## src/rtl/core/fvf_pkg.sv

```systemverilog
`timescale 1ns / 1ps
// ----------------------------------------------------------------------------
// fvf_pkg
// Shared types and constants of the flow / imu velocity fuser.
// ----------------------------------------------------------------------------
package fvf_pkg;

  localparam int unsigned ALPHA_TABLE_DEPTH = 64;

  localparam logic [15:0] SETTLE_RESET  = 16'd1000;
  localparam logic [15:0] MIN_ALT_RESET = 16'd26;

  // exp(-1/8) in unsigned Q0.32
  localparam logic [31:0] EXP_STEP_Q32 = 32'd3790295335;

  localparam logic [16:0] ONE_Q16 = 17'd65536;

  // leak step divider widths
  localparam int unsigned DIV_DW = 37;
  localparam int unsigned DIV_VW = 26;

  localparam logic [9:0]  MS_SCALE = 10'd1000;
  localparam logic [34:0] INC_BIAS = 35'd7812;

  // ceil(2^48 / 15625) split at bit 17, exact quotient for dividends below 2^34
  localparam logic [16:0] INC_RECIP_LO = 17'd124974;
  localparam logic [17:0] INC_RECIP_HI = 18'd137438;

  typedef enum logic [0:0] {
    REG_SETTLE  = 1'b0,
    REG_MIN_ALT = 1'b1
  } reg_idx_e;

  typedef enum logic [4:0] {
    ST_FILL,
    ST_IDLE,
    ST_PREP,
    ST_U_GO,
    ST_U_WAIT,
    ST_RD0,
    ST_RD1,
    ST_RD2,
    ST_INTERP,
    ST_ALPHA,
    ST_X_GO,
    ST_X_WAIT,
    ST_Y_GO,
    ST_Y_WAIT,
    ST_MUL,
    ST_SUM,
    ST_UPD,
    ST_OUT
  } back_st_e;

  typedef struct packed {
    logic signed [15:0] flow_x;
    logic signed [15:0] flow_y;
    logic signed [15:0] gyro_x;
    logic signed [15:0] gyro_y;
    logic signed [15:0] accel_x;
    logic signed [15:0] accel_y;
    logic [15:0]        altitude;
    logic [15:0]        dt_us;
    logic               skip;
  } item_t;

  typedef struct packed {
    logic              start;
    logic [DIV_DW-1:0] dividend;
    logic [DIV_VW-1:0] divisor;
  } div_req_t;

  typedef struct packed {
    logic              done;
    logic [DIV_DW-1:0] quot;
  } div_rsp_t;

endpackage

```

## src/rtl/core/fvf_front.sv

```systemverilog
`timescale 1ns / 1ps
// ----------------------------------------------------------------------------
// fvf_front
// Accepts samples, marks zero time steps as skips, queues two entries.
// ----------------------------------------------------------------------------
module fvf_front (
  input  logic           clk_i,
  input  logic           rst_ni,
  input  logic           in_valid_i,
  output logic           in_ready_o,
  input  fvf_pkg::item_t in_item_i,
  output logic           q_valid_o,
  output fvf_pkg::item_t q_item_o,
  input  logic           q_pop_i
);

  fvf_pkg::item_t ent_q [2];
  fvf_pkg::item_t ent_d;
  logic           wr_q, rd_q;
  logic [1:0]     cnt_q;
  logic           push;

  assign in_ready_o = (cnt_q != 2'd2);
  assign push       = in_valid_i && in_ready_o;
  assign q_valid_o  = (cnt_q != 2'd0);
  assign q_item_o   = ent_q[rd_q];

  always_comb begin
    ent_d      = in_item_i;
    ent_d.skip = (in_item_i.dt_us == 16'd0);
  end

  always_ff @(posedge clk_i) begin
    if (push) begin
      ent_q[wr_q] <= ent_d;
    end
  end

  always_ff @(posedge clk_i or negedge rst_ni) begin
    if (!rst_ni) begin
      wr_q  <= 1'b0;
      rd_q  <= 1'b0;
      cnt_q <= 2'd0;
    end else begin
      if (push) begin
        wr_q <= ~wr_q;
      end
      if (q_pop_i) begin
        rd_q <= ~rd_q;
      end
      unique case ({push, q_pop_i})
        2'b10:   cnt_q <= cnt_q + 2'd1;
        2'b01:   cnt_q <= cnt_q - 2'd1;
        default: cnt_q <= cnt_q;
      endcase
    end
  end

endmodule

```

## config.mk

```make
export PLATFORM = sky130hd
export DESIGN_NAME = fvf_front
export DESIGN_NICKNAME = d
export VERILOG_FILES = /design/src/rtl/core/fvf_pkg.sv /design/src/rtl/core/fvf_front.sv
export SDC_FILE = /design/constraint.sdc
export NUM_CORES = 1
export LEC_CHECK = 0
export ABC_AREA = 0
export BUFFER_PORTS_ARGS = -buffer_cell sky130_fd_sc_hd__buf_4
export CAP_MARGIN = 20
export CORE_MARGIN = 2
export CORE_UTILIZATION = 45
export CTS_CLUSTER_SIZE = 10
export DETAILED_ROUTE_END_ITERATION = 10
export PLACE_DENSITY_LB_ADDON = 0.15
export SYNTH_ARGS = -nofsm -noshare
export SYNTH_HDL_FRONTEND = slang
export SYNTH_SLANG_ARGS = --single-unit
```

## constraint.sdc

```tcl
create_clock -name clk_i -period 11.7 [get_ports clk_i]
set_clock_uncertainty 0.1 [all_clocks]
set_input_delay 0.585 -clock clk_i [delete_from_list [all_inputs] [get_ports clk_i]]
set_output_delay 0.585 -clock clk_i [all_outputs]
set_load 0.02 [all_outputs]
```

# Yosys cells after proc, flatten, opt, wreduce, memory -nomap -nowiden
# Memory sizes are Yosys's and may differ from the RTL's.
# Index checks and enable logic that the tools add are counted.
# word_totals
ff_bits,4
mem_bits_rw,258
inputBits,133
output_inout_bits,131
wordCells,18
mem_count,1
# memory_table
memory,depth,word_bits,read_ports,rd_clocked_by_memory_dff,write_ports,line_no,source
ent_q,2,129,1,0,1,fvf_front.sv:17,fvf_pkg::item_t ent_q [2];
# classes
add_sub_neg,2
n_eq_ne,3
muxes,3
bitwise,2
n_reduce_logical,4
# op_table
cell,n
$logic_not 16->1,1
$pmux 2 s2,1
$reduce_bool 2->1,2
$add 2x1->2 const B,1
$eq 2x1->1 const B,1
$eq 2x2->1 const B,1
$mux 1,2
$ne 2x2->1 const B,1
$not 1->1,2
$sub 2x1->2 const B,1
$logic_and 1x1->1,1

# Logic depth before layout (Yosys ltp)
# logic_depth
ltp_word,4
depth_mapped,6
mapped_depth_nobuf,6

# Least setup slack after synthesis
# Ideal clock, no wire load.
# synth_timing
path_type,reg-to-reg
startpoint,register cnt_q[0]
endpoint,memory ent_q[0][0] (netlist name) (enable)
setup_time_ns,0.619
t_arrival_ns,6.165
t_required_ns,10.981
slack_ns,4.816
stages_incl_launch_ff,4
n_path_buf,0
synth_period_minus_slack_ns,6.884
path_cell_list,dfrtp_1 nand2b_1 nand2_1 nor2_1
# synth_via
elab_chain_len,4
# synth_rtl
item,line_no,source
start: declaration,fvf_front.sv:20,logic [1:0] cnt_q;
start signal: assignment,fvf_front.sv:52,2'b10: cnt_q <= cnt_q + 2'd1;
start signal: assignment,fvf_front.sv:53,2'b01: cnt_q <= cnt_q - 2'd1;
start signal: assignment,fvf_front.sv:54,default: cnt_q <= cnt_q;
$ne 2x2->1,fvf_front.sv:23,assign in_ready_o = (cnt_q != 2'd2);
net in_ready_o,fvf_front.sv:10,"output logic in_ready_o,"
$logic_and 1x1->1,fvf_front.sv:24,assign push = in_valid_i && in_ready_o;
$mux 1,fvf_front.sv:34,if (push) begin
$mux 1 (not written as such),fvf_front.sv:35,ent_q[wr_q] <= ent_d;
end: declaration,fvf_front.sv:17,
# The timed path passes the listed nets, and every way through them passes these cells.

==> results by group <==
Run status
  – Status: complete, no violations

CTS
  – Clock sinks: 262
  – Root Driver: clkbuf_16
  – Clock transition at path regs: 0.06 ns
  – Clock latency on the worst-skew pair: 0.52 ns
  – CTS tree: done
  – CTS Buf Count: 30
  – Clock tree buffer depth: 3
  – Htree depth: 1

Floorplanning
  – Die Y: 150 µm
  – Core area: 21,000 µm²
  – Starting Density: 0.456
  – Die width: 150 µm
  – Rows: 53
  – DIE AREA: 22,400 µm²
  – Num ports: 264

Critical path
  – Critical path's most frequent cell: buf_4
  – Crit-path cells: buf_4, mux2_2, buf_4
  – Crit path largest cell delay: 0.99 ns
  – WP data required: 11.02 ns
  – Critical-path top delay cell: dfrtp_4
  – Crit-path leading delay family: flip-flops
  – Critical-path maximum fanout: 66
  – CP arrival: 3.04 ns
  – Setup crit end kind: output port
  – Crit. Startpoint: rd_q
  – WP buf/inv: 2
  – CP Launch Type: register
  – Worst r2r src: cnt_q[0]
  – Crit Path Class: reg -> out

Global route
  – Largest net degree at the start of global routing: 71
  – Vias in the first global route: 5,009
  – First-pass GRT wire length: 26.5 mm
  – Congestion Overflow GR: 0
  – Antenna violations before repair: 0
  – Gr usage total: 0.153

Finish
  – # fillers: 1,593
  – Commonest non-fill, non-tap cell in the layout: buf_4
  – Layout Utilization: 0.602
  – Synth-to-layout area growth: 32.1%
  – Share of layout cells above drive strength 1: 0.601
  – Most frequent cells in the layout: buf_4, edfxtp_1, mux2_2
  – Final nets: 841
  – Diodes inserted: 0

Routing
  – Post-route antenna net violation count: 0
  – Pre-antenna DRT Iters: 4
  – DRT Wirelength: 18.2 mm
  – DRT iter0 DRCs: 199
  – Average wire per standard cell: 18.3 µm
  – DRC Markers: 0
  – Total number of vias: 4,851
  – Drt via density: 4.88

Yosys
  – Syn avg cell area: 22.6 µm²
  – Mapped cell area: 9560 µm²
  – Distinct cells, synth: 16
  – Flops & latches, synth: 262
  – Seq/Total Area, Yosys: 0.821
  – Cells after Synth: 422
  – Syn Nets: 556
  – Yosys warnings: 0

STA
  – Setup TNS: 0 ns
  – Worst-margin pin slew: 0.962 ns
  – Final setup viols: 0
  – Clock period minus worst slack: 3.72 ns
  – Hold_ws: 0.137 ns
  – Unrepaired setup endpoints after global routing: no
  – Slew headroom: 0.359
  – Final Hold Violating Endpoints: 0
  – Max Clk Rate: 269 MHz
  – Fin crit share: 0.318
  – Max-slew violations: 0

Hold path
  – Hold crit path type: in -> reg
  – Hold Startpoint: in_item_i[49]

Placement
  – Detail Placement HPWL: 11.8 mm
  – Final Wtd Congestion: 0.750
  – Count of buffers from port buffering: 262

Run
  – Max Cap Viol: 0

Power
  – Leak pwr: 0.00468 µW
  – Peak VDD IR: 0.188 mV
  – PD cells: 260 nW/µm²
[synthesized netlist by cell type]
library cell	count	area [µm²]
edfxtp_1	258	7750
mux2_2	129	1450
buf_6	10	113
dfrtp_1	4	100
nor4_1	4	25.0
buf_2	3	15.0
xnor2_1	3	26.3
nor2_1	2	7.51
xor2_1	2	17.5
and3_1	1	6.26
and4_1	1	8.76
buf_4	1	7.51
ha_1	1	12.5
nand2_1	1	3.75
nand2b_1	1	6.26
or2_2	1	6.26
[metrics by stage]
| step | power [µW] | instance area (µm²) | setup slack [ns] | cells |
|---|---|---|---|---|
| 5_1_grt | 3430 | 12600 | 7.81 | 994 |
| 4_1_cts | 3320 | 12600 | 7.93 | 994 |
| 3_5_place_dp | 2510 | 11800 | 8.49 | 949 |
| 2_1_floorplan | 2100 | 9560 | 4.82 | 422 |
| 3_3_place_gp | 2490 | 11800 | 8.53 | 949 |
| 6_report | 3280 | 12600 | 7.98 | 994 |
[layout make-up]
class	count	area [µm²]	area share
tap	275	344	0.0273
clock buffer	43	831	0.0658
multi-input combinational	146	1590	0.126
clock inverter	1	5.00	0.000396
sequential	262	7850	0.622
timing repair buffer	267	2010	0.159
[path summary, 6_finish.rpt]
kind / end / slack (ns) / cells after the start
min reg2reg: cnt_q[1] / 0.39 / 1
max in group asynchronous: rd_q / 11.09 / 2
min in group asynchronous: cnt_q[0] / 0.29 / 2
max: q_item_o[7] / 7.98 / 3
min: ent_q[1][49] / 0.14 / 1
max reg2reg: ent_q[1][46] / 8.91 / 3
[logic make-up (layout without fill, tap and decap cells)]
group | count (synthesis) | in the layout | share of synthesized area
AND/OR/NAND/NOR | 11 | 11 | 0.00668
multiplexers | 129 | 129 | 0.152
XOR/XNOR | 5 | 5 | 0.00458
flip-flops | 262 | 262 | 0.821
adder cells (fa/ha/maj) | 1 | 1 | 0.00131
buffers and inverters | 14 | 311 | 0.0141
[registers in the layout, summed over array words and instances (netlist names)]
register,count
ent_q,258
cnt_q,2
rd_q,1
wr_q,1
[routing by layer]
layer,global-route usage,part of all wire,vias to the layer above
met5,0,0,-
met4,0.0453,0.019,0
met3,0.0466,0.080,25
met2,0.265,0.51,182
met1,0.186,0.39,2392
li1,-,-,2252
[repair_timing]
action | in CTS | in global routing
endpoints found under the hold margin | 4 | 0
hold buffers | 1 | 0
gates resized for setup | 0 | 0
buffers inserted | 0 | 0
[where the power goes]
group / switching (µW) / internal [µW] / leakage [µW]
clock network: 319 / 481 / 0.000406
registers: 87.4 / 1290 / 0.00244
logic: 602 / 501 / 0.00183
total: 1010 / 2270 / 0.00468
Note: power is estimated with default switching activity, not from simulation.
